## src/rtl/ppu_pkg.sv

```systemverilog
`default_nettype none
package ppu_pkg;

   localparam int PATTERN_BYTES   = 8192;
   localparam int NAMETABLE_BYTES = 4096;
   localparam int PAT_AW          = $clog2(PATTERN_BYTES);
   localparam int NT_AW           = $clog2(NAMETABLE_BYTES);
   localparam int CLEAR_DEPTH     = (PATTERN_BYTES > NAMETABLE_BYTES) ?
                                    PATTERN_BYTES : NAMETABLE_BYTES;
   localparam int CLR_AW          = $clog2(CLEAR_DEPTH);

   localparam int ADDR_W = 14;
   localparam int DATA_W = 8;

   localparam logic [ADDR_W-1:0] PALETTE_BASE = 14'h3F00;

   localparam logic [1:0] ACT_WRITE = 2'd0;
   localparam logic [1:0] ACT_READ  = 2'd1;
   localparam logic [1:0] ACT_RAISE = 2'd2;

   localparam logic [2:0] REG_CTRL0  = 3'd0;
   localparam logic [2:0] REG_CTRL1  = 3'd1;
   localparam logic [2:0] REG_STATUS = 3'd2;
   localparam logic [2:0] REG_SCROLL = 3'd5;
   localparam logic [2:0] REG_ADDR   = 3'd6;
   localparam logic [2:0] REG_DATA   = 3'd7;

   localparam logic [1:0] MIRROR_NONE       = 2'd0;
   localparam logic [1:0] MIRROR_HORIZONTAL = 2'd1;
   localparam logic [1:0] MIRROR_VERTICAL   = 2'd2;
   localparam logic [1:0] MIRROR_FOUR       = 2'd3;

   typedef enum logic [3:0] {
      OP_NONE,
      OP_CTRL0_WR,
      OP_CTRL1_WR,
      OP_SCROLL_WR,
      OP_ADDR_WR,
      OP_DATA_WR,
      OP_STATUS_RD,
      OP_DATA_RD,
      OP_BUF_RD,
      OP_RAISE
   } op_kind_type;

   typedef struct packed {
      op_kind_type       kind;
      logic [DATA_W-1:0] data;
   } op_type;

   typedef struct packed {
      logic              wen;
      logic              ren;
      logic              is_nt;
      logic [PAT_AW-1:0] pat_idx;
      logic [NT_AW-1:0]  nt_idx;
      logic [DATA_W-1:0] wdata;
   } vram_cmd_type;

endpackage
`default_nettype wire

```

## src/rtl/ppu_front.sv

```systemverilog
`default_nettype none
module ppu_front (
   input  wire logic                      req_valid,
   output logic                           req_stall,
   input  wire logic [1:0]                req_action,
   input  wire logic [2:0]                req_reg_select,
   input  wire logic [ppu_pkg::DATA_W-1:0] req_write_data,
   input  wire logic                      clear_busy,
   input  wire logic                      queue_full,
   output logic                           push,
   output ppu_pkg::op_type                push_op
);

   ppu_pkg::op_kind_type kind;

   always_comb begin
      kind = ppu_pkg::OP_NONE;
      unique case (req_action)
         ppu_pkg::ACT_WRITE: begin
            unique case (req_reg_select)
               ppu_pkg::REG_CTRL0:  kind = ppu_pkg::OP_CTRL0_WR;
               ppu_pkg::REG_CTRL1:  kind = ppu_pkg::OP_CTRL1_WR;
               ppu_pkg::REG_SCROLL: kind = ppu_pkg::OP_SCROLL_WR;
               ppu_pkg::REG_ADDR:   kind = ppu_pkg::OP_ADDR_WR;
               ppu_pkg::REG_DATA:   kind = ppu_pkg::OP_DATA_WR;
               // status and object-RAM writes have no visible effect here
               default:             kind = ppu_pkg::OP_NONE;
            endcase
         end
         ppu_pkg::ACT_READ: begin
            unique case (req_reg_select)
               ppu_pkg::REG_STATUS: kind = ppu_pkg::OP_STATUS_RD;
               ppu_pkg::REG_DATA:   kind = ppu_pkg::OP_DATA_RD;
               default:             kind = ppu_pkg::OP_BUF_RD;
            endcase
         end
         ppu_pkg::ACT_RAISE: kind = ppu_pkg::OP_RAISE;
         default:            kind = ppu_pkg::OP_NONE;
      endcase
   end

   // hold off while video memory is being cleared or the queue has no room
   assign req_stall    = clear_busy | queue_full;
   assign push         = req_valid & ~req_stall;
   assign push_op.kind = kind;
   assign push_op.data = req_write_data;

endmodule
`default_nettype wire

```

## config.mk

```make
export PLATFORM = sky130hd
export DESIGN_NAME = ppu_front
export DESIGN_NICKNAME = d
export VERILOG_FILES = /design/src/rtl/ppu_pkg.sv /design/src/rtl/ppu_front.sv
export SDC_FILE = /design/constraint.sdc
export NUM_CORES = 1
export LEC_CHECK = 0
export BUFFER_PORTS_ARGS = -buffer_cell sky130_fd_sc_hd__clkbuf_2
export CORE_AREA = 3 3 40 42
export DETAILED_ROUTE_END_ITERATION = 10
export DIE_AREA = 0 0 43 45
export PLACE_DENSITY = 0.44
export SETUP_SLACK_MARGIN = 0.15
export SLEW_MARGIN = 20
export SYNTH_ARGS = -nofsm -noshare
export SYNTH_HDL_FRONTEND = slang
export SYNTH_SLANG_ARGS = --single-unit
```

## constraint.sdc

```tcl
create_clock -name vclk -period 0.8
set_input_delay 0.04 -clock vclk [all_inputs]
set_output_delay 0.04 -clock vclk [all_outputs]
set_load 0.01 [all_outputs]
```

Word level (Yosys, flattened, before mapping)
Index checks and enable logic that the tools add are counted.
{"block": "classes", "mux": 3, "n_eq_ne": 7, "n_bitwise": 3, "n_reduce_logical": 2}
{"op": "one-hot mux 3 bit (5 select lines)", "count": 1}
{"op": "one-hot mux 4 bit (3 select lines)", "count": 1}
{"op": "== test 3 bit (second input constant)", "count": 3}
{"op": "one-hot mux 4 bit (2 select lines)", "count": 1}
{"op": "== test 3 x 1 -> 1 bit (second input constant)", "count": 1}
{"op": "== test 3 x 2 -> 1 bit (second input constant)", "count": 1}
{"op": "logical NOT 3 bit", "count": 1}
{"op": "== test 2 x 1 -> 1 bit (second input constant)", "count": 1}
{"op": "== test 2 bit (second input constant)", "count": 1}
{"op": "logical NOT 2 bit", "count": 1}
{"op": "AND 1 bit", "count": 1}
{"op": "NOT 1 bit", "count": 1}
{"op": "bitwise OR 1 bit", "count": 1}
{"block": "word_totals", "output_inout_bits": 14, "regBits": 0, "elab_cells": 15, "in_bits": 16}

Logic depth before layout (Yosys ltp)
Gate-level depths: netlist of the first run.
{"block": "depth", "depth_word": 3, "depth_mapped": 3, "depth_no_buf": 3}

Worst setup path before layout of the first run
No wires, ideal clock.
{"block": "synth_timing", "path_type": "input port to output port", "start": "input queue_full", "end": "output push", "stages": 2, "n_path_buf": 0, "slack_ns": 0.220, "t_arrival_ns": 0.540, "t_required_ns": 0.760, "cell_sequence": "or2_2 -> nor2_1"}
{"block": "synth_between", "elab_chain_len": 3}
{"item": "from (decl)", "line_no": "ppu_front.sv:9", "text": "input wire logic queue_full,"}
{"item": "bitwise OR 1 bit", "line_no": "ppu_front.sv:43", "text": "assign req_stall = clear_busy | queue_full;"}
{"item": "NOT 1 bit", "line_no": "ppu_front.sv:44", "text": "assign push = req_valid & ~req_stall;"}
{"item": "AND 1 bit", "line_no": "ppu_front.sv:44"}
{"item": "to (decl)", "line_no": "ppu_front.sv:10", "text": "output logic push,"}
No other way between the ends.

==> run metrics, run 1 <==
VDD IR max 0.0001032 V; Slew Limit Fails 0; io pins 30; P_leak 0.0001443 uW; DR vias/cell 3.880; end of the critical path push_op[10]; fmax 1334 MHz; kind of critical path in -> out; Final Setup Violations 0; multi-input logic area 126.4 um^2; yosys warns 0; syn_area_per_cell 6.256 um^2; Tmin final 749.5 ps; crit-path max FO 5; setup TNS 0 ps; largest net degree at the start of global routing 8; # Max-Cap Violations 0; Final Util 22.10%; die height 45 um; critical path's top delay family simple AND/OR/NAND/NOR gates; final hold vios 0; initial core utilization 13.15%; Routed WL 465 um; first-pass GRT wire length 738 um; core area 1285 um^2; critical path launch point req_reg_select[0]; Net Count, Synth 43; DRT iter0 DRCs 0; WP buf/inv 2; Rows 13; most frequent cells in the layout 6 x clkbuf_2, 5 x buf_2, 4 x nor2_1; detailed-route DRC error count 0; Netlist cell types 14; commonest non-fill, non-tap cell in the layout clkbuf_2; status finished, final reports clean; crit path DAT 710 ps; Cell Pwr Density 534.6 nW/um^2; worst min path class in -> out; Least-Margin Pin Slew 144.6 ps; Total GRT Usage 4.651%; Setup crit end kind output port; cells after synthesis 27; fillers 147; hold path start req_write_data[1]; final sequential cell count 0; Tot Pwr 151.8 uW; vias in the first global route 167; die area 1935 um^2; port bufs 14; clkbuf count 0; CP startpoint kind primary input; Worst path max stage delay 210 ps; CP cell instances clkbuf_16 > and2b_2 > xnor2_1 > nor2_1 > buf_2; Hold Crit Depth 0; wire length per cell 9.300 um; gr ovfl total 0; post-synthesis sequential area ratio 0%; DRT Pass-1 Iters 1; pre-CTS setup slack 1.698 ps; nets@finish 53; via count 194; ANT cells 0; Max-slew headroom 90.29%; GP Congestion 0.7162; Critical Path RT 760 ps; layout cell share with drive strength beyond 1 62.86%; fin worst setup slack 50.53 ps; cts hold-fix bufs 0; initial antenna violation count 0; Synth-to-Final Area Change 68.15%; Reg area 0 um^2; Slowest cell on crit path and2b_2; final period utilization 93.68%; die span in x 43 um; unrepaired setup endpoints after global routing true; Synth Cell Area 168.9 um^2; ANT nets after route 0; Levels on crit path 5
[layer usage]
layer / up-vias / share of wire, % / global-route usage, %
li1: 95 / - / -
met1: 87 / 34 / 4.545
met5: - / 0 / 0
met3: 0 / 18 / 1.594
met2: 12 / 48 / 9.880
met4: 0 / 0 / 0
[kinds of logic after synthesis]
family | synth area share [%]
and+or+nand+nor | 31.85
buffers and inverters | 37.78
AOI/OAI and AO/OA | 14.81
xor gates and xnor gates | 15.56
[timing repair]
item / in CTS / in global routing
setup endpoints to repair: 5 / 5
setup buffers: 0 / 1
cloned: 0 / 0
resized for setup: 11 / 7
hold endpoints to repair: 0 / 0
pin swaps: 3 / 0
[how the worst min path moves through the flow]
stage	to	slack, ps
floorplan	push_op[9]	120
global placement	push_op[2]	80
detailed placement	push_op[2]	80
CTS	push_op[2]	80
global route	push_op[1]	80
finish	push_op[1]	80
[power breakdown]
| group | internal (uW) | switching (uW) |
|---|---|---|
| clock network | 0 | 0 |
| registers | 0 | 0 |
| logic | 89.9 | 62.0 |
[area by class of cell]
cell class,instances,share of cell area [%]
multi-input cells,18,44.49
well taps,15,6.608
repair buffers,16,47.58
inverters,1,1.322
[synth_stat cells]
master	instances	area (um^2)
and2b_2	1	8.760
a21o_2	1	8.760
nand2_1	2	7.510
xnor2_1	3	26.28
or2_2	1	6.260
buf_4	8	60.06
nand3_1	1	5.000
nand2b_1	1	6.260
inv_1	1	3.750
a21oi_1	1	5.000
o21ai_0	1	5.000
nor2_1	4	15.01
a31oi_1	1	6.260
nor3_1	1	5.000
[through the flow]
step | hold slack (ps) | std cells | instance area (um^2)
floorplan | 124.1 | 27 | 168.9
global placement | 80.07 | 49 | 205.2
detailed placement | 80.07 | 49 | 205.2
CTS | 80.07 | 49 | 270.3
global route | 80.02 | 50 | 284.0
finish | 80.00 | 50 | 284.0
Power figures use the tool's default switching activity.
==> run 2: changes to the inputs <==
Settings changed: SETUP_SLACK_MARGIN 0.15 to 0.5.
==> run metrics, run 2 (synthesis gave the netlist of run 1 again) <==
status finished, final reports clean; end of the critical path push_op[11]; detailed-route DRC error count 0; ANT nets after route 0; Slew Limit Fails 0; GP Congestion 0.7145; DPL Wire Length 444.9 um; DR vias/cell 3.736; Final Setup Violations 0; Least-Margin Pin Slew 161.8 ps; Total GRT Usage 4.892%; crit path DAT 670 ps; commonest non-fill, non-tap cell in the layout clkbuf_2; P_leak 0.0001822 uW; DRT iter0 DRCs 0; Setup crit end kind output port; VDD IR max 0.00008465 V; gr ovfl total 0; Cell Pwr Density 588.8 nW/um^2; Tot Pwr 235.0 uW; critical path's top delay family buffers and inverters; crit-path max FO 4; Final Util 31.06%; Rows 13; unrepaired setup endpoints after global routing true; initial antenna violation count 0; final hold vios 0; critical path launch point req_reg_select[2]; Reg area 0 um^2; Synth-to-Final Area Change 136.3%; DRT Pass-1 Iters 1; final hold slack 80.00 ps; fmax 1399 MHz; ANT cells 0; first-pass GRT wire length 793 um; Worst path max stage delay 140 ps; io pins 30; die span in x 43 um; nets@finish 56; largest net degree at the start of global routing 6; wire length per cell 9.321 um; port bufs 14; fin worst setup slack 85.17 ps; worst min path class in -> out; clkbuf count 0; Cell Count, Final, Fillers Out 53; WP buf/inv 3; final sequential cell count 0; Levels on crit path 5; Slowest cell on crit path buf_4; final period utilization 89.35%; CP startpoint kind primary input; placed insts 52; CP cell instances clkbuf_16 > xnor2_4 > buf_4 > a31oi_4 > buf_6; die area 1935 um^2; layout cell share with drive strength beyond 1 81.58%; most frequent cells in the layout 5 x clkbuf_2, 4 x buf_2, 3 x nor2_1, 3 x buf_12, 3 x buf_4; vias in the first global route 166; Routed WL 494 um; kind of critical path in -> out; Critical Path RT 760 ps; initial core utilization 13.15%; die height 45 um; Tmin final 714.8 ps; pre-CTS setup slack -28.16 ps; cts hold-fix bufs 0; Max-slew headroom 89.22%; # Max-Cap Violations 0; via count 198; core area 1285 um^2
-- run 2: changes by cell type in the layout (fill, tap and decap cells not counted), sizes merged --
cell    change
clkbuf      -1
buf         +4
-- run 2: layout make-up --
class / instances / area, um^2
fill: 135 / 885.9
inverter: 1 / 3.754
multi-input combinational: 18 / 187.7
tap: 15 / 18.77
timing repair buffer: 19 / 188.9
-- run 2: worst min-delay path by stage --
stage / cells past startpoint / from / endpoint
5_1_grt: 0 / req_write_data[6] / push_op[6]
4_1_cts: 0 / req_write_data[3] / push_op[3]
3_5_place_dp: 0 / req_write_data[3] / push_op[3]
6_report: 0 / req_write_data[3] / push_op[3]
3_3_place_gp: 0 / req_write_data[3] / push_op[3]
2_1_floorplan: 1 / req_action[1] / push_op[9]
-- run 2: timing repair --
item	CTS	global route
endpoints found under the setup margin	6	6
resized for setup	6	11
gates cloned	0	0
pin swaps	3	2
setup buffers	1	0
-- run 2: report_power, final --
part           switching [uW]  leakage, uW  internal, uW  total [uW]
registers                   0            0             0           0
logic                    89.0     0.000182           146         235
clock network               0            0             0           0
total                    89.0     0.000182           146         235
-- run 2: layer usage --
layer | vias up | global-route usage [%] | part of all wire, %
met5 | - | 0 | 0
met4 | 0 | 0.6024 | 0.40
met3 | 2 | 1.992 | 18
met2 | 12 | 8.982 | 53
met1 | 83 | 5.476 | 28
li1 | 101 | - | -
-- run 2: through the flow --
step           instance area [um^2]  setup TNS, ps
6_report                      399.1              0
5_1_grt                       399.1              0
4_1_cts                       375.4              0
3_5_place_dp                  330.3         -31.69
3_3_place_gp                  330.3         -36.75
2_1_floorplan                 246.5              0
