--- src/rtl/ppu_pkg.sv ---
`default_nettype none
package ppu_pkg;

   localparam int PATTERN_BYTES   = 8192;
   localparam int NAMETABLE_BYTES = 4096;
   localparam int PAT_AW          = $clog2(PATTERN_BYTES);
   localparam int NT_AW           = $clog2(NAMETABLE_BYTES);
   localparam int CLEAR_DEPTH     = (PATTERN_BYTES > NAMETABLE_BYTES) ?
                                    PATTERN_BYTES : NAMETABLE_BYTES;
   localparam int CLR_AW          = $clog2(CLEAR_DEPTH);

   localparam int ADDR_W = 14;
   localparam int DATA_W = 8;

   localparam logic [ADDR_W-1:0] PALETTE_BASE = 14'h3F00;

   localparam logic [1:0] ACT_WRITE = 2'd0;
   localparam logic [1:0] ACT_READ  = 2'd1;
   localparam logic [1:0] ACT_RAISE = 2'd2;

   localparam logic [2:0] REG_CTRL0  = 3'd0;
   localparam logic [2:0] REG_CTRL1  = 3'd1;
   localparam logic [2:0] REG_STATUS = 3'd2;
   localparam logic [2:0] REG_SCROLL = 3'd5;
   localparam logic [2:0] REG_ADDR   = 3'd6;
   localparam logic [2:0] REG_DATA   = 3'd7;

   localparam logic [1:0] MIRROR_NONE       = 2'd0;
   localparam logic [1:0] MIRROR_HORIZONTAL = 2'd1;
   localparam logic [1:0] MIRROR_VERTICAL   = 2'd2;
   localparam logic [1:0] MIRROR_FOUR       = 2'd3;

   typedef enum logic [3:0] {
      OP_NONE,
      OP_CTRL0_WR,
      OP_CTRL1_WR,
      OP_SCROLL_WR,
      OP_ADDR_WR,
      OP_DATA_WR,
      OP_STATUS_RD,
      OP_DATA_RD,
      OP_BUF_RD,
      OP_RAISE
   } op_kind_type;

   typedef struct packed {
      op_kind_type       kind;
      logic [DATA_W-1:0] data;
   } op_type;

   typedef struct packed {
      logic              wen;
      logic              ren;
      logic              is_nt;
      logic [PAT_AW-1:0] pat_idx;
      logic [NT_AW-1:0]  nt_idx;
      logic [DATA_W-1:0] wdata;
   } vram_cmd_type;

endpackage
`default_nettype wire

--- src/rtl/ppu_queue.sv ---
`default_nettype none
module ppu_queue (
   input  wire logic            clock,
   input  wire logic            reset,
   input  wire logic            push,
   input  wire ppu_pkg::op_type push_op,
   input  wire logic            pop,
   output logic                 head_valid,
   output ppu_pkg::op_type      head_op,
   output logic                 full
);

   ppu_pkg::op_type slot_ff [2];
   logic       wr_ptr_ff, wr_ptr_in;
   logic       rd_ptr_ff, rd_ptr_in;
   logic [1:0] count_ff, count_in;

   always_comb begin
      wr_ptr_in = wr_ptr_ff ^ push;
      rd_ptr_in = rd_ptr_ff ^ pop;
      count_in  = count_ff + {1'b0, push} - {1'b0, pop};
   end

   always_ff @(posedge clock) begin
      if (reset) begin
         wr_ptr_ff <= 1'b0;
         rd_ptr_ff <= 1'b0;
         count_ff  <= 2'd0;
      end else begin
         wr_ptr_ff <= wr_ptr_in;
         rd_ptr_ff <= rd_ptr_in;
         count_ff  <= count_in;
      end
   end

   always_ff @(posedge clock) begin
      if (push) begin
         slot_ff[wr_ptr_ff] <= push_op;
      end
   end

   assign head_valid = count_ff != 2'd0;
   assign head_op    = slot_ff[rd_ptr_ff];
   assign full       = count_ff == 2'd2;

endmodule
`default_nettype wire

--- config.mk ---
export PLATFORM = sky130hd
export DESIGN_NAME = ppu_queue
export DESIGN_NICKNAME = d
export VERILOG_FILES = /design/src/rtl/ppu_pkg.sv /design/src/rtl/ppu_queue.sv
export SDC_FILE = /design/constraint.sdc
export NUM_CORES = 1
export LEC_CHECK = 0
export ABC_AREA = 0
export BUFFER_PORTS_ARGS = -buffer_cell sky130_fd_sc_hd__buf_2
export CAP_MARGIN = 15
export CORE_UTILIZATION = 53
export DETAILED_ROUTE_END_ITERATION = 6
export HOLD_SLACK_MARGIN = 0.1
export PLACE_DENSITY = 0.93
export SLEW_MARGIN = 5
export SYNTH_ARGS = -nofsm -noshare
export SYNTH_HDL_FRONTEND = slang
export SYNTH_SLANG_ARGS = --single-unit
--- constraint.sdc ---
create_clock -name clock -period 2.4 [get_ports clock]
set_clock_uncertainty 0.15 [all_clocks]
set_input_delay 0.48 -clock clock [delete_from_list [all_inputs] [get_ports clock]]
set_output_delay 0.48 -clock clock [all_outputs]
set_load 0.05 [all_outputs]
# Word-level counts from Yosys, hierarchy flattened
# Memories as Yosys holds them, arrays and structs flattened. A register that Yosys moved wholly into a read port is not among the register bits.
# Cells that the tools add are included.
word_totals:
  elab_cells: 13
  ramBits: 24
  inputBits: 16
  register_bits: 4
  output_inout_bits: 14
  mem_count: 1
op_classes:
  n_eq_ne: 1
  bitwise_logic: 2
  n_mux: 3
  n_addsub: 2
  n_reduce_logical: 1
memory_table:
  columns: ["name", "words", "width", "read_ports", "rd_clocked_by_memory_dff", "wr", "line", "text"]
  rows:
  - ["slot_ff", 2, 12, 1, 1, 1, "ppu_queue.sv:13", "ppu_pkg::op_type slot_ff [2];"]
ops:
  columns: ["cell", "count"]
  rows:
  - ["2-to-1 mux 1 bit", 3]
  - ["adder 2 x 1 -> 2 bit", 1]
  - ["equality test 2 bit (second input constant)", 1]
  - ["nonzero test 2 bit", 1]
  - ["subtractor 2 x 1 -> 2 bit", 1]
  - ["XOR 1 bit", 2]

# Logic depth before layout (Yosys ltp)
# Gate-level depths: netlist of the first run.
logic_depth:
  depth_word: 2
  ltp_mapped: 6
  ltp_nobuf: 6

# Worst setup path after synthesis of the first run
# No wires, ideal clock.
synth_timing:
  path_kind: "register to output"
  startpoint: "reg count_ff[1]"
  endpoint: "out full"
  arrival_ns: 1.060
  stages_incl_launch_ff: 2
  path_slack_ns: 0.710
  path_cell_list: "dfxtp_1 > nor2b_1"
synth_between:
  elab_chain_cells: 1
synth_lines:
  columns: ["element", "line", "text"]
  rows:
  - ["from (decl)", "ppu_queue.sv:16", "logic [1:0] count_ff, count_in;"]
  - ["from (signal assigned)", "ppu_queue.sv:32", "count_ff <= count_in;"]
  - ["equality test 2 bit", "ppu_queue.sv:44", "assign full = count_ff == 2'd2;"]
  - ["to (decl)", "ppu_queue.sv:10", "output logic full"]
# No other way between the ends.

==> flow_summary.yaml, run 1 <==
global_route:
  grt_use_met2_pct: 25.00
  grt_pass1_wl_mm: 2.021
  grt_max_degree: 17
  antenna_found_initial: 0
  grt_use_total_pct: 14.31
  gr-usage-met1_pct: 14.18
  grt_pass1_vias: 491
  gr-usage-met3_pct: 4.615
  gr-total-overflow: 0
  top_usage_layer: "met2"
cts:
  root_buffer: "clkbuf_4"
  worstSkewPairLatency_ns: 0.31
  cts_hold_buf: 0
  post_cts_buffers: 0
  htree_levels: 1
  cts_made_buffers: 3
  cts_resized: 0
  cts_sinks: 28
  cts_tree: "done"
  path_clk_slew_ns: 0.13
  clockBufferDepth: 2
final_layout:
  n_antenna_cell: 0
  drive_above_1_share_pct: 52.27
  fin_util_pct: 71.46
  mostFrequentLayoutCells: "buf_2, edfxtp_1, mux2_2"
  final_common_cell: "buf_2"
  area_growth_syn_to_layout_pct: 20.35
  layout.nets: 109
  final_cells: 113
  final_area_um2: 1287
sta:
  rsz0062_at_grt: "false"
  slew_headroom_pct: 60.24
  hold_viol: 0
  clock.fmax_mhz: 438.5
  slew_viol_final: 0
  period_needed_ns: 2.281
  setup_viol: 0
  fin_tns_setup_ns: 0
  worst_pin_slew_ns: 0.5964
  min_period_over_period_pct: 95.03
pwr:
  p_int_w: 0.0008178
  p_per_area_nw_per_um2: 870.4
  p_total_w: 0.001121
  swShare_pct: 27.02
  power_frac_seq_pct: 52.4
  p_comb_share_pct: 21.7
  ir_worst_vdd_mv: 0.5714
  power.net_switching_w: 0.0003028
  clockPowerShare_pct: 25.9
  leakagePower_nw: 0.5176
synthesis:
  synth_area_um2: 1070
  synth-seq-cells: 28
  synth_top_area_share_pct: 67.37
  yosys_warnings: 0
  yosys.area.top_type: "edfxtp_1"
  synth_area_leaders: "edfxtp_1, mux2_2, dfxtp_1"
  synth-seq-area-share_pct: 74.85
  syn_inst: 56
  syn_avg_cell_area_um2: 19.10
  synth_nets: 76
  yosysUniqueCellTypes: 11
drt:
  avgRoutedWirePerCell_um: 12.76
  via_per_inst: 4.938
  drt_iter0_markers: 4
  drc: 0
  via_count: 558
  wirelength_mm: 1.442
  first_pass_iters: 3
  ant_nets: 0
worst_setup_path:
  cp.required_ns: 1.77
  worst_setup_path_end_kind: "output pin"
  cp-start-kind: "flop"
  crit_type: "flop to output pin"
  worst_ep_arrival_time_ns: 1.65
  critPathMaxFanout: 13
flow_run:
  drv_cap: 0
die:
  num_rows: 15
  io_pins: 30
  die_area_um2: 2202
  die_w_um: 46.93
  start_util_pct: 59.38
  core-area_um2: 1802
  die_h_um: 46.93
placed_design:
  numPortBuffers: 29
  dp_hpwl_um: 998.7
  placedCellCount: 109
  gp_congestion: 0.6678
  placed_area_um2: 1235
hold_path:
  hold_class: "primary input to flop"
run_status:
  outcome: "completed"
[metrics by stage]
stage / setup slack, ns / hold WS (ns)
final: 0.1193 / 0.1926
after global routing: 0.04633 / 0.1636
after CTS: 0.09908 / 0.1782
after detailed placement: 0.4800 / 0.4048
after global placement: 0.4917 / 0.3815
after floorplan: 0.7103 / 0.3695
[power by group through the flow]
stage,clock network (W),registers (W),logic (W)
CTS,0.000301,0.000588,0.000245
global placement,0,0.000596,0.000241
global route,0.000314,0.000592,0.000258
floorplan,0,0.000588,0.000201
detailed placement,0,0.000599,0.000245
finish,0.000290,0.000588,0.000243
[flip-flops by register name, indices dropped and copies added (netlist names)]
register and flops:
rd_ptr_ff 1, wr_ptr_ff 1, count_ff 2, slot_ff 24
[critical path, stage by stage (launching register included)]
cell     delay [ns]
dfxtp_1        0.72
mux2_2         0.41
buf_2          0.21
[layout make-up]
| class | count | area [um2] |
|---|---|---|
| well taps | 25 | 31.28 |
| fillers | 145 | 514.2 |
| inverters | 3 | 11.26 |
| clock inverters | 1 | 30.03 |
| multi-input cells | 24 | 246.5 |
| repair buffers | 29 | 145.1 |
| clock buffers | 3 | 22.52 |
| flip-flops and latches | 28 | 800.8 |
[cells by family after synthesis]
family	after synthesis	share of synthesized area (%)
flip-flops	28	74.85
adder cells (fa/ha/maj)	4	4.679
multiplexers	12	12.63
AND/OR/NAND/NOR	6	2.807
buffers and inverters	4	2.105
XOR/XNOR	2	2.924
[layer usage]
| metal | part of all wire [%] | wire length, um |
|---|---|---|
| met1 | 42 | 609 |
| met2 | 50 | 717 |
| met3 | 6.4 | 93 |
| met4 | 1.5 | 21 |
| met5 | 0 | 0 |
[cell usage after synthesis]
| library cell | instances |
|---|---|
| edfxtp_1 | 24 |
| mux2_2 | 12 |
| dfxtp_1 | 4 |
| ha_1 | 4 |
| inv_1 | 3 |
| nor2_1 | 3 |
| nor2b_1 | 2 |
| buf_6 | 1 |
| or2_2 | 1 |
| xnor2_1 | 1 |
| xnor3_1 | 1 |
[worst paths after layout]
| check | cells after the start | start | slack [ns] | endpoint |
|---|---|---|---|---|
| setup reg to reg | 2 | wr_ptr_ff | 0.99 | slot_ff[0][2] |
| hold reg to reg | 3 | wr_ptr_ff | 0.41 | wr_ptr_ff |
| setup / recovery | 2 | rd_ptr_ff | 0.12 | head_op[10] |
| hold / removal | 1 | push_op[0] | 0.19 | slot_ff[1][0] |
Note: power is estimated with default switching activity, not from simulation.
==> run 2: changes to the inputs <==
Settings changed: CELL_PAD_IN_SITES_DETAIL_PLACEMENT set to 1, CELL_PAD_IN_SITES_GLOBAL_PLACEMENT set to 1, CORE_UTILIZATION 53 to 44.
==> run 2 against run 1 <==
  * Routed wire length rose by 15%
  * Die area rose by 20%
  * Largest cell class unchanged
  * Sequential cell count did not move
  * Worst setup slack improved by 0.018 ns
  * Sequential share of layout area rose by 1.1 points
  * Hold slack improved by 0.0059 ns
  * Clock-buffer cell count did not move
  * Register-to-register slack barely moved
  * Utilization fell by 15 points
  * Combinational power barely moved
  * Fmax rose by 0.82%
==> flow_summary.yaml, run 2 (synthesis results as in run 1) <==
drt:
  avgRoutedWirePerCell_um: 14.28
  ant_nets: 0
  first_pass_iters: 3
  wirelength_mm: 1.657
  via_per_inst: 4.871
  drt_iter0_markers: 6
  via_count: 565
  drc: 0
sta:
  rsz0062_at_grt: "false"
  worst_pin_slew_ns: 0.5807
  slew_headroom_pct: 61.29
  hold_viol: 0
  setup_slack_ns: 0.1378
  min_period_over_period_pct: 94.26
  setup_viol: 0
  fin_tns_setup_ns: 0
  slew_viol_final: 0
  period_needed_ns: 2.262
  clock.fmax_mhz: 442.0
pwr:
  ir_worst_vdd_mv: 0.4686
  p_per_area_nw_per_um2: 802.3
  leakagePower_nw: 0.5050
worst_setup_path:
  reg2reg_slack_ns: 1.00
  worst_setup_path_end_kind: "output pin"
  critPathMaxFanout: 13
  worstRegToRegCells: 2
  crit_type: "flop to output pin"
  reg2reg_from: "wr_ptr_ff"
  worst_ep_arrival_time_ns: 1.63
  cp.required_ns: 1.77
  cp-start-kind: "flop"
  r2r_end: "slot_ff[0][11]"
placed_design:
  dp_hpwl_mm: 1.247
  placedCellCount: 112
  placed_area_um2: 1239
  numPortBuffers: 29
  post-place-ws_ns: 0.4766
  gp_congestion: 0.6148
final_layout:
  final_common_cell: "buf_2"
  drive_above_1_share_pct: 51.14
  largest_reg_flops: 24
  mostFrequentLayoutCells: "buf_2, edfxtp_1, mux2_2"
  final_cells: 116
  area_growth_syn_to_layout_pct: 18.25
  top_register: "slot_ff"
  n_antenna_cell: 0
  final_area_um2: 1265
  layout.nets: 109
  nFillCells: 227
  reg_top3: "slot_ff (24), count_ff (2)"
global_route:
  antenna_found_initial: 0
  grt_pass1_wl_mm: 2.525
  grt_use_total_pct: 13.67
  grt_max_degree: 16
  grt_pass1_vias: 554
  gr-total-overflow: 0
flow_run:
  drv_cap: 0
cts:
  cts_hold_buf: 0
  path_clk_slew_ns: 0.13
  root_buffer: "clkbuf_4"
  clockBufferDepth: 2
  cts_made_buffers: 3
  cts_tree: "done"
  post_cts_buffers: 0
  cts_sinks: 28
  htree_levels: 1
  worstSkewPairLatency_ns: 0.30
  cts_resized: 0
hold_path:
  hold_path_startpoint: "push_op[2]"
  whs_path_depth: 1
  hold_end: "slot_ff[1][2]"
  hold_class: "primary input to flop"
die:
  die_area_um2: 2633
  die_w_um: 51.31
  start_util_pct: 47.45
  num_rows: 17
  core-area_um2: 2255
  io_pins: 30
  die_h_um: 51.31
run_status:
  outcome: "completed"
[run 2: worst max-delay path by stage]
stage | cells after the start | to | slack, ns | start
2_1_floorplan | 1 | full | 0.71 | count_ff[1]
3_3_place_gp | 2 | head_op[10] | 0.48 | rd_ptr_ff
3_5_place_dp | 2 | head_op[4] | 0.48 | rd_ptr_ff
4_1_cts | 2 | head_op[4] | 0.08 | rd_ptr_ff
5_1_grt | 2 | head_op[9] | 0.03 | rd_ptr_ff
6_report | 2 | head_op[4] | 0.14 | rd_ptr_ff
[run 2: per-stage QoR]
stage	power [W]	hold slack, ns	utilization [%]
after floorplan	0.0007894	0.3695	-
after detailed placement	0.0008485	0.4032	54.94
after global routing	0.001066	0.1675	56.10
after global placement	0.0008370	0.3778	54.94
final	0.001015	0.1985	56.10
after CTS	0.001030	0.1857	56.10
[run 2: area by class of cell]
cell class | count | area [um2] | area share (%)
Inverter | 3 | 11.26 | 0.8902
Clock buffer | 3 | 22.52 | 1.780
Timing Repair Buffer | 29 | 145.1 | 11.47
Sequential cell | 28 | 800.8 | 63.30
Clock inverter | 1 | 3.754 | 0.2967
Multi-Input combinational cell | 24 | 246.5 | 19.49
Tap cell | 28 | 35.03 | 2.770
[run 2: layer usage]
layer	wire (um)	GRT usage [%]	part of all wire (%)
met1	652	16.14	39
met2	922	24.78	56
met3	82	3.869	4.9
met4	0	2.703	0
met5	0	0	0
[run 2: worst max-delay path: stages (launching register included)]
cell     delay, ns
dfxtp_1       0.71
mux2_2        0.41
buf_2         0.21
[run 2: where the power goes]
part	total [W]	leakage, nW	internal (W)	switching (W)
Sequential	0.000588	0.259	0.000567	0.0000208
Clock	0.000181	0.0154	0.0000607	0.000120
Combinational	0.000246	0.231	0.0000829	0.000163
Total	0.00101	0.505	0.000711	0.000304
