===== src/rtl/ppu_pkg.sv =====
`default_nettype none
package ppu_pkg;

   localparam int PATTERN_BYTES   = 8192;
   localparam int NAMETABLE_BYTES = 4096;
   localparam int PAT_AW          = $clog2(PATTERN_BYTES);
   localparam int NT_AW           = $clog2(NAMETABLE_BYTES);
   localparam int CLEAR_DEPTH     = (PATTERN_BYTES > NAMETABLE_BYTES) ?
                                    PATTERN_BYTES : NAMETABLE_BYTES;
   localparam int CLR_AW          = $clog2(CLEAR_DEPTH);

   localparam int ADDR_W = 14;
   localparam int DATA_W = 8;

   localparam logic [ADDR_W-1:0] PALETTE_BASE = 14'h3F00;

   localparam logic [1:0] ACT_WRITE = 2'd0;
   localparam logic [1:0] ACT_READ  = 2'd1;
   localparam logic [1:0] ACT_RAISE = 2'd2;

   localparam logic [2:0] REG_CTRL0  = 3'd0;
   localparam logic [2:0] REG_CTRL1  = 3'd1;
   localparam logic [2:0] REG_STATUS = 3'd2;
   localparam logic [2:0] REG_SCROLL = 3'd5;
   localparam logic [2:0] REG_ADDR   = 3'd6;
   localparam logic [2:0] REG_DATA   = 3'd7;

   localparam logic [1:0] MIRROR_NONE       = 2'd0;
   localparam logic [1:0] MIRROR_HORIZONTAL = 2'd1;
   localparam logic [1:0] MIRROR_VERTICAL   = 2'd2;
   localparam logic [1:0] MIRROR_FOUR       = 2'd3;

   typedef enum logic [3:0] {
      OP_NONE,
      OP_CTRL0_WR,
      OP_CTRL1_WR,
      OP_SCROLL_WR,
      OP_ADDR_WR,
      OP_DATA_WR,
      OP_STATUS_RD,
      OP_DATA_RD,
      OP_BUF_RD,
      OP_RAISE
   } op_kind_type;

   typedef struct packed {
      op_kind_type       kind;
      logic [DATA_W-1:0] data;
   } op_type;

   typedef struct packed {
      logic              wen;
      logic              ren;
      logic              is_nt;
      logic [PAT_AW-1:0] pat_idx;
      logic [NT_AW-1:0]  nt_idx;
      logic [DATA_W-1:0] wdata;
   } vram_cmd_type;

endpackage
`default_nettype wire


===== src/rtl/ppu_back.sv =====
`default_nettype none
module ppu_back (
   input  wire logic                          clock,
   input  wire logic                          reset,
   input  wire logic                          head_valid,
   input  wire ppu_pkg::op_type               head_op,
   output logic                               pop,
   input  wire logic [1:0]                    mirroring_mode,
   output ppu_pkg::vram_cmd_type              vram_cmd,
   input  wire logic [ppu_pkg::DATA_W-1:0]    vram_rdata,
   output logic                               rsp_valid,
   input  wire logic                          rsp_stall,
   output logic [ppu_pkg::DATA_W-1:0]         rsp_read_data,
   output logic [ppu_pkg::DATA_W-1:0]         rsp_control0,
   output logic [ppu_pkg::DATA_W-1:0]         rsp_control1,
   output logic [ppu_pkg::DATA_W-1:0]         rsp_scroll_x,
   output logic [ppu_pkg::DATA_W-1:0]         rsp_scroll_y,
   output logic [ppu_pkg::ADDR_W-1:0]         rsp_vram_address
);

   logic [ppu_pkg::DATA_W-1:0] ctrl0_ff, ctrl0_in;
   logic [ppu_pkg::DATA_W-1:0] ctrl1_ff, ctrl1_in;
   logic [ppu_pkg::DATA_W-1:0] scroll_x_ff, scroll_x_in;
   logic [ppu_pkg::DATA_W-1:0] scroll_y_ff, scroll_y_in;
   logic                       toggle_ff, toggle_in;
   logic [ppu_pkg::DATA_W-1:0] high_ff, high_in;
   logic [ppu_pkg::ADDR_W-1:0] addr_ff, addr_in;
   logic                       pending_ff, pending_in;
   logic                       buf_valid_ff, buf_valid_in;
   logic [ppu_pkg::DATA_W-1:0] status_ff, status_in;
   logic                       rsp_valid_ff;
   logic [ppu_pkg::DATA_W-1:0] rd_ff, rd_in;

   logic                       exec;
   logic [ppu_pkg::DATA_W-1:0] data;
   logic [ppu_pkg::DATA_W-1:0] buf_value;
   logic [ppu_pkg::ADDR_W-1:0] addr_step;
   logic [ppu_pkg::ADDR_W-1:0] target;
   logic [1:0]                 page;
   logic [11:0]                nt_full;
   logic [15:0]                loaded;

   assign exec      = head_valid & (~rsp_valid_ff | ~rsp_stall);
   assign pop       = exec;
   assign data      = head_op.data;
   // the read buffer lives in the memory output register once a fetch has run
   assign buf_value = buf_valid_ff ? vram_rdata : '0;
   assign addr_step = addr_ff + (ctrl0_ff[2] ? 14'd32 : 14'd1);
   assign loaded    = {high_ff, data};

   // a data read fetches at the stepped address unless an address load came first
   assign target = (head_op.kind == ppu_pkg::OP_DATA_RD && !pending_ff) ?
                   addr_step : addr_ff;

   always_comb begin
      unique case (mirroring_mode)
         ppu_pkg::MIRROR_HORIZONTAL: page = {1'b0, target[11]};
         ppu_pkg::MIRROR_VERTICAL:   page = {1'b0, target[10]};
         default:                    page = target[11:10];
      endcase
   end

   assign nt_full        = {page, target[9:0]};
   assign vram_cmd.is_nt = target[13];
   assign vram_cmd.pat_idx = target[ppu_pkg::PAT_AW-1:0];
   assign vram_cmd.nt_idx  = nt_full[ppu_pkg::NT_AW-1:0];
   assign vram_cmd.wdata   = data;
   // palette writes are not readable through this port; drop them
   assign vram_cmd.wen = exec && head_op.kind == ppu_pkg::OP_DATA_WR &&
                         addr_ff < ppu_pkg::PALETTE_BASE;
   assign vram_cmd.ren = exec && head_op.kind == ppu_pkg::OP_DATA_RD;

   always_comb begin
      ctrl0_in     = ctrl0_ff;
      ctrl1_in     = ctrl1_ff;
      scroll_x_in  = scroll_x_ff;
      scroll_y_in  = scroll_y_ff;
      toggle_in    = toggle_ff;
      high_in      = high_ff;
      addr_in      = addr_ff;
      pending_in   = pending_ff;
      buf_valid_in = buf_valid_ff;
      status_in    = status_ff;
      rd_in        = '0;
      unique case (head_op.kind)
         ppu_pkg::OP_CTRL0_WR: ctrl0_in = data;
         ppu_pkg::OP_CTRL1_WR: ctrl1_in = data;
         ppu_pkg::OP_SCROLL_WR: begin
            if (toggle_ff) begin
               scroll_y_in = data;
            end else begin
               scroll_x_in = data;
            end
            toggle_in = ~toggle_ff;
         end
         ppu_pkg::OP_ADDR_WR: begin
            if (toggle_ff) begin
               addr_in    = loaded[ppu_pkg::ADDR_W-1:0];
               pending_in = 1'b1;
            end else begin
               high_in = data;
            end
            toggle_in = ~toggle_ff;
         end
         ppu_pkg::OP_DATA_WR: addr_in = addr_step;
         ppu_pkg::OP_STATUS_RD: begin
            rd_in     = status_ff;
            toggle_in = 1'b0;
            status_in = {1'b0, status_ff[6:0]};
         end
         ppu_pkg::OP_DATA_RD: begin
            rd_in        = buf_value;
            addr_in      = target;
            pending_in   = 1'b0;
            buf_valid_in = 1'b1;
         end
         ppu_pkg::OP_BUF_RD: rd_in = buf_value;
         ppu_pkg::OP_RAISE:  status_in = status_ff | data;
         default: begin
         end
      endcase
   end

   always_ff @(posedge clock) begin
      if (reset) begin
         ctrl0_ff     <= '0;
         ctrl1_ff     <= '0;
         scroll_x_ff  <= '0;
         scroll_y_ff  <= '0;
         toggle_ff    <= 1'b0;
         high_ff      <= '0;
         addr_ff      <= '0;
         pending_ff   <= 1'b0;
         buf_valid_ff <= 1'b0;
         status_ff    <= '0;
         rsp_valid_ff <= 1'b0;
      end else begin
         if (exec) begin
            ctrl0_ff     <= ctrl0_in;
            ctrl1_ff     <= ctrl1_in;
            scroll_x_ff  <= scroll_x_in;
            scroll_y_ff  <= scroll_y_in;
            toggle_ff    <= toggle_in;
            high_ff      <= high_in;
            addr_ff      <= addr_in;
            pending_ff   <= pending_in;
            buf_valid_ff <= buf_valid_in;
            status_ff    <= status_in;
            rsp_valid_ff <= 1'b1;
         end else if (!rsp_stall) begin
            rsp_valid_ff <= 1'b0;
         end
      end
   end

   always_ff @(posedge clock) begin
      if (exec) begin
         rd_ff <= rd_in;
      end
   end

   assign rsp_valid        = rsp_valid_ff;
   assign rsp_read_data    = rd_ff;
   assign rsp_control0     = ctrl0_ff;
   assign rsp_control1     = ctrl1_ff;
   assign rsp_scroll_x     = scroll_x_ff;
   assign rsp_scroll_y     = scroll_y_ff;
   assign rsp_vram_address = addr_ff;

`ifndef SYNTHESIS
   a_one_port_op: assert property (@(posedge clock) disable iff (reset)
      !(vram_cmd.wen && vram_cmd.ren))
      else $error("video memory read and write in one cycle");

   a_addr_load_pending: assert property (@(posedge clock) disable iff (reset)
      (exec && head_op.kind == ppu_pkg::OP_ADDR_WR && toggle_ff) |=> pending_ff)
      else $error("address load did not arm the first-read skip");

   a_status_clear: assert property (@(posedge clock) disable iff (reset)
      (exec && head_op.kind == ppu_pkg::OP_STATUS_RD) |=> (!toggle_ff && !status_ff[7]))
      else $error("status read did not clear toggle and vblank");
`endif

endmodule
`default_nettype wire


===== config.mk =====
export PLATFORM = sky130hd
export DESIGN_NAME = ppu_back
export DESIGN_NICKNAME = d
export VERILOG_FILES = /design/src/rtl/ppu_pkg.sv /design/src/rtl/ppu_back.sv
export SDC_FILE = /design/constraint.sdc
export NUM_CORES = 1
export LEC_CHECK = 0
export BUFFER_PORTS_ARGS = -buffer_cell sky130_fd_sc_hd__buf_2
export CORE_ASPECT_RATIO = 0.8
export CORE_UTILIZATION = 35
export CTS_CLUSTER_SIZE = 10
export DETAILED_ROUTE_END_ITERATION = 16
export PLACE_DENSITY = 0.7
export SETUP_SLACK_MARGIN = 0.02
export SLEW_MARGIN = 0
export SYNTH_ARGS = -nofsm -noshare
export SYNTH_HDL_FRONTEND = slang
export SYNTH_SLANG_ARGS = --single-unit

===== constraint.sdc =====
create_clock -name clock -period 4 [get_ports clock]
set_input_delay 1.2 -clock clock [delete_from_list [all_inputs] [get_ports clock]]
set_output_delay 1.2 -clock clock [all_outputs]
set_load 0.05 [all_outputs]

# After elaboration in Yosys (flattened, before gate mapping)
# Index checks and enable logic that the tools add are counted.
[word_totals]
input_bits = 26
wordCells = 70
out_inout_bits = 92
register_bits = 72
[op_classes]
n_mux = 13
order_cmp = 1
add_sub_neg = 1
bitwise_logic = 7
n_reduce_logical = 22
n_eq_ne = 13
[op_table]
columns = ["cell", "n"]
rows = [
  ["$pmux W14 S3", 1],
  ["$pmux W8 S2", 2],
  ["$mux W14", 2],
  ["$reduce_and A3 Y1", 6],
  ["$eq A4 B3 Y1 const B", 4],
  ["$add A14 B6 Y14", 1],
  ["$lt A14 B14 Y1 const B", 1],
  ["$reduce_and A2 Y1", 5],
  ["$eq A4 B2 Y1 const B", 2],
  ["$eq A4 B4 Y1 const B", 2],
  ["$mux W8", 1],
  ["$or A8 B8 Y8", 1],
  ["$mux W6", 1],
  ["$reduce_bool A2 Y1", 3],
  ["$eq A4 B1 Y1 const B", 1],
  ["$logic_and A1 B1 Y1", 4],
  ["$not A1 Y1", 4],
  ["$pmux W1 S2", 2],
  ["$pmux W2 S2", 1],
  ["$reduce_or A2 Y1", 2],
  ["$mux W1", 3],
  ["$reduce_bool A3 Y1", 1],
  ["$eq A2 B1 Y1 const B", 1],
  ["$eq A2 B2 Y1 const B", 1],
  ["5 further kinds", 5],
]

# Longest topological paths before layout
[depth]
depth_word = 5
ltp_mapped = 10
mapped_depth_nobuf = 8

# Worst setup path after synthesis
# OpenSTA, ideal clock, no wires.
[synth_timing]
path_kind = "in2out"
startpoint = "in head_op[9] (netlist name)"
endpoint = "out vram_cmd[28] (netlist name)"
t_arrival_ns = 3.334
path_buffers = 2
required_ns = 2.800
path_stages = 7
slack_ns = -0.534
cell_sequence = "clkbuf_1 > nand4b_1 > nor2_1 > nand2b_1 > nor2_1 > xor2_1 > buf_4"
[synth_lines]
columns = ["element", "line", "text"]
rows = [
  ["start, declared", "ppu_back.sv:6", "input wire ppu_pkg::op_type head_op,"],
  ["end, declared", "ppu_back.sv:9", "output ppu_pkg::vram_cmd_type vram_cmd,"],
]

==> results.txt <==
----------------------------------------------------
[Power and ir drop]
  Proportion of power drawn by the clock network ... 0.424
  Net Sw Frac ... 0.281
  Total power per unit cell area ... 350 mW/mm^2
  Post-layout power ... 1.68 mW
  Net Switching ... 472 uW
  Cell Int Power ... ~1.2 mW
  Leakage power total ... just over 2 nW
  Sequential group share of total power ... 0.448
  Peak VDD IR ... around 0.21 mV
  Fraction of power consumed by combinational cells ... 0.128

[Timing]
  Count of final setup violators ... 0
  PnR worst setup slack ... 125 ps
  Share of the clock period used by the worst path after layout ... 0.969
  Unrepaired setup endpoints after global routing ... false
  Final hold violations ... 0
  Final clock skew ... 4.79 ps
  Final Max Tran Viols ... 0
  Max-slew headroom ... 0.410
  Slew at the pin closest to its max-slew limit ... around 880 ps
  Shortest clock period the worst path allows after layout ... 3870 ps
  Top achievable clock speed ... 0.258 GHz

[Final layout]
  Net count of the finished layout ... 556
  Area Overhead vs Synth ... 27.0%
  Cell Count, Final, Fillers Out ... 670
  Proportion of layout cells with a drive suffix above 1 ... 0.323
  Total non-filler cell area in the finished layout ... 0.00481 mm^2
  Diodes inserted ... 0

[Synth]
  Mean area per synthesized cell ... 8.88 um^2
  Synth unique cells ... 56
  Post-synth ARST share ... 0
  Warnings from Yosys ... 0
  Primary flip-flop cell chosen by synthesis mapping ... sky130_fd_sc_hd__dfxtp_1
  Post-Syn Nets ... 457
  Number of cells produced by synthesis ... ~430
  EDFF count, synth ... 8
  Post-synth design cell area ... 0.00378 mm^2
  Yosys reg bits ... 72
  Proportion of synthesized chip area in sequential cells ... 0.402

[Clock tree]
  Reg clk slew, reported paths ... 60 ps
  TritonCTS clock tree ... yes
  Max Buffers Root-to-Sink ... 2
  Worst skew pair latency ... 320 ps
  Clock Sinks ... a little over 70
  H-tree levels ... 3
  Cts bufs inserted ... 9
  Post-cts sizing count ... 0
  Root buffer cell ... sky130_fd_sc_hd__clkbuf_16

[Drt]
  DR vias ... 3536
  Antenna viol nets, final ... 0
  Number of vias per cell after detailed routing ... 5.28
  First-iteration detailed-routing DRC count ... 279
  Detailed Routing Iterations Pass 1 ... 5
  Wire per inst ... ~17 um
  Final WL ... 11200 um
  Final routed DRC violation total ... 0

[GRT]
  Via count of the first global-routing pass ... 3303
  Antenna violations before repair ... 0
  Global-route wire length before repair ... 17300 um
  Remaining global-route overflow ... 0
  Total routing usage reported by global routing ... 0.199
  Pin count of the biggest net entering global routing ... 36

[Floorplanning]
  Initial cell density of the core ... 0.365
  Width of the die ... 118 um
  Number of rows created at floorplan ... 33
  Y dimension of the die ... 95.0 um
  Die Footprint ... 0.0112 mm^2
  Count of boundary I/O pins ... 118
  Floorplan Core Area ... 0.0104 mm^2

[Critical path]
  Crit end category ... primary output
  R2R Path End ... rsp_vram_address[12]
  Worst EP required ... about 2800 ps
  Start-to-end type of the worst setup path ... input port to primary output
  Cells along the critical path ... buf_2, nand4b_1, buf_4, nor3b_1, xor2_2, buf_2
  Flop2flop setup slack ... 1410 ps
  R2R Path Start ... rsp_vram_address[0]
  Slowest cell on the critical path ... sky130_fd_sc_hd__nor3b_1
  Endpoint arrival time on the critical path ... 2670 ps
  Worst setup startpoint ... head_op[11]
  Critical path launch point type ... input port
  Cell occurring most often along the worst timing path ... sky130_fd_sc_hd__buf_2
  Cell count of the worst reg-to-reg path ... 8
  Delay of the slowest cell on the worst path ... 360 ps
  Max Fanout on Critical Path ... 8

[Placed design]
  Instance count after placement with tap cells included ... 652
  HPWL Detailed ... 8090 um
  Gpl congestion ... 0.918
  Count of port buffers added during placement ... 117
  Area after DPL ... about 0.0045 mm^2
  Worst slack at placement ... ~130 ps

[Min path]
  Hold Crit Class ... flop to flop
  Hold Path Sink ... status_ff[3]
  Worst hold path depth ... 2
  Startpoint of the worst hold path ... status_ff[3]

[Job]
  MaxCap Viol Count ... 0

[Outcome]
  Status ... finished clean

----------------------------------------------------
## registers in the layout (all words and copies together), names as in the netlist
signal / count
buf_valid_ff: 1
status_ff: 8
high_ff: 6
rsp_valid: 1
rsp_read_data: 8
rsp_control0: 8
toggle_ff: 1
rsp_scroll_y: 8
pending_ff: 1
rsp_control1: 8
rsp_scroll_x: 8
rsp_vram_address: 14
## kinds of logic after synthesis
family,share of synthesized area
multiplexers,0.100
buffers and inverters,0.0803
AO/OA/AOI/OAI,0.157
adder cells (fa/ha/maj),0.0165
flip-flops,0.402
XOR/XNOR,0.0370
AND/OR/NAND/NOR,0.207
## synthesized netlist by cell type (11+ instances only)
cell type | number | area share
sky130_fd_sc_hd__buf_4 | 19 | 0.038
sky130_fd_sc_hd__dfxtp_1 | 64 | 0.34
sky130_fd_sc_hd__nand2_1 | 23 | 0.023
sky130_fd_sc_hd__nor3_1 | 13 | 0.017
sky130_fd_sc_hd__a21oi_1 | 18 | 0.024
sky130_fd_sc_hd__nor2_1 | 77 | 0.076
sky130_fd_sc_hd__clkbuf_1 | 17 | 0.017
sky130_fd_sc_hd__mux2i_1 | 38 | 0.10
sky130_fd_sc_hd__a221oi_1 | 11 | 0.025
sky130_fd_sc_hd__xnor2_1 | 11 | 0.025
## worst max path at each step
stage	end	slack [ps]	depth (start not counted)
after floorplan	vram_cmd[28]	-210	7
after global placement	vram_cmd[28]	170	7
after detailed placement	vram_cmd[28]	130	7
after CTS	vram_cmd[28]	120	7
after global routing	vram_cmd[19]	40	7
final	vram_cmd[11]	130	6
## power by group through the flow
stage               clock network, mW  logic (mW)  registers (mW)
floorplan                           0       0.124           0.800
detailed placement                  0       0.213           0.769
global route                    0.760       0.227           0.755
CTS                             0.723       0.214           0.753
global placement                    0       0.210           0.768
finish                          0.714       0.214           0.753
## area by class of cell
class | count | area [um^2]
fill | 1002 | 5560
multi-input combinational | 299 | 2090
sequential | 72 | 1520
timing repair buffer | 135 | 721
clock buffer | 9 | 225
tap | 140 | 175
clock inverter | 7 | 38.8
inverter | 8 | 30.0
## worst max-delay path: cells and delay by family
family | cells | cell delay, ps
XOR/XNOR | 1 | 230
buffers and inverters | 3 | 630
AND/OR/NAND/NOR | 2 | 610
## cells in the final DEF (no fill, tap or decap), types with 8 or more instances in the layout
cell type / count
sky130_fd_sc_hd__a311oi_1: 8
sky130_fd_sc_hd__a221oi_1: 11
sky130_fd_sc_hd__mux2i_1: 38
sky130_fd_sc_hd__clkbuf_16: 9
sky130_fd_sc_hd__buf_2: 117
sky130_fd_sc_hd__inv_1: 8
sky130_fd_sc_hd__nand2_1: 23
sky130_fd_sc_hd__a22o_1: 8
sky130_fd_sc_hd__nand3_1: 9
sky130_fd_sc_hd__nor3_1: 13
sky130_fd_sc_hd__edfxtp_1: 8
sky130_fd_sc_hd__a21oi_1: 18
sky130_fd_sc_hd__buf_4: 18
sky130_fd_sc_hd__dfxtp_1: 63
sky130_fd_sc_hd__nor2_1: 76
## repair_timing
action                                 4_1_cts  5_1_grt
endpoints found under the hold margin        0        0
setup endpoints to repair                    0        5
hold buffers                                 0        0
buffers inserted                             0        2
## routing by layer
| layer | up-vias | wire (um) | global-route usage |
|---|---|---|---|
| li1 | 1693 | - | - |
| met1 | 1698 | 5180 | 0.258 |
| met2 | 130 | 5210 | 0.330 |
| met3 | 15 | 653 | 0.0431 |
| met4 | 0 | 190 | 0.0662 |
| met5 | - | 0 | 0 |
## per-stage QoR
step	hold slack (ps)	TNS, ps	util
final	486	0	0.464
after global routing	507	0	0.464
after CTS	486	0	0.462
after detailed placement	471	0	0.437
after global placement	454	0	0.437
after floorplan	437	-305	-
(Power assumes the default switching activity.)
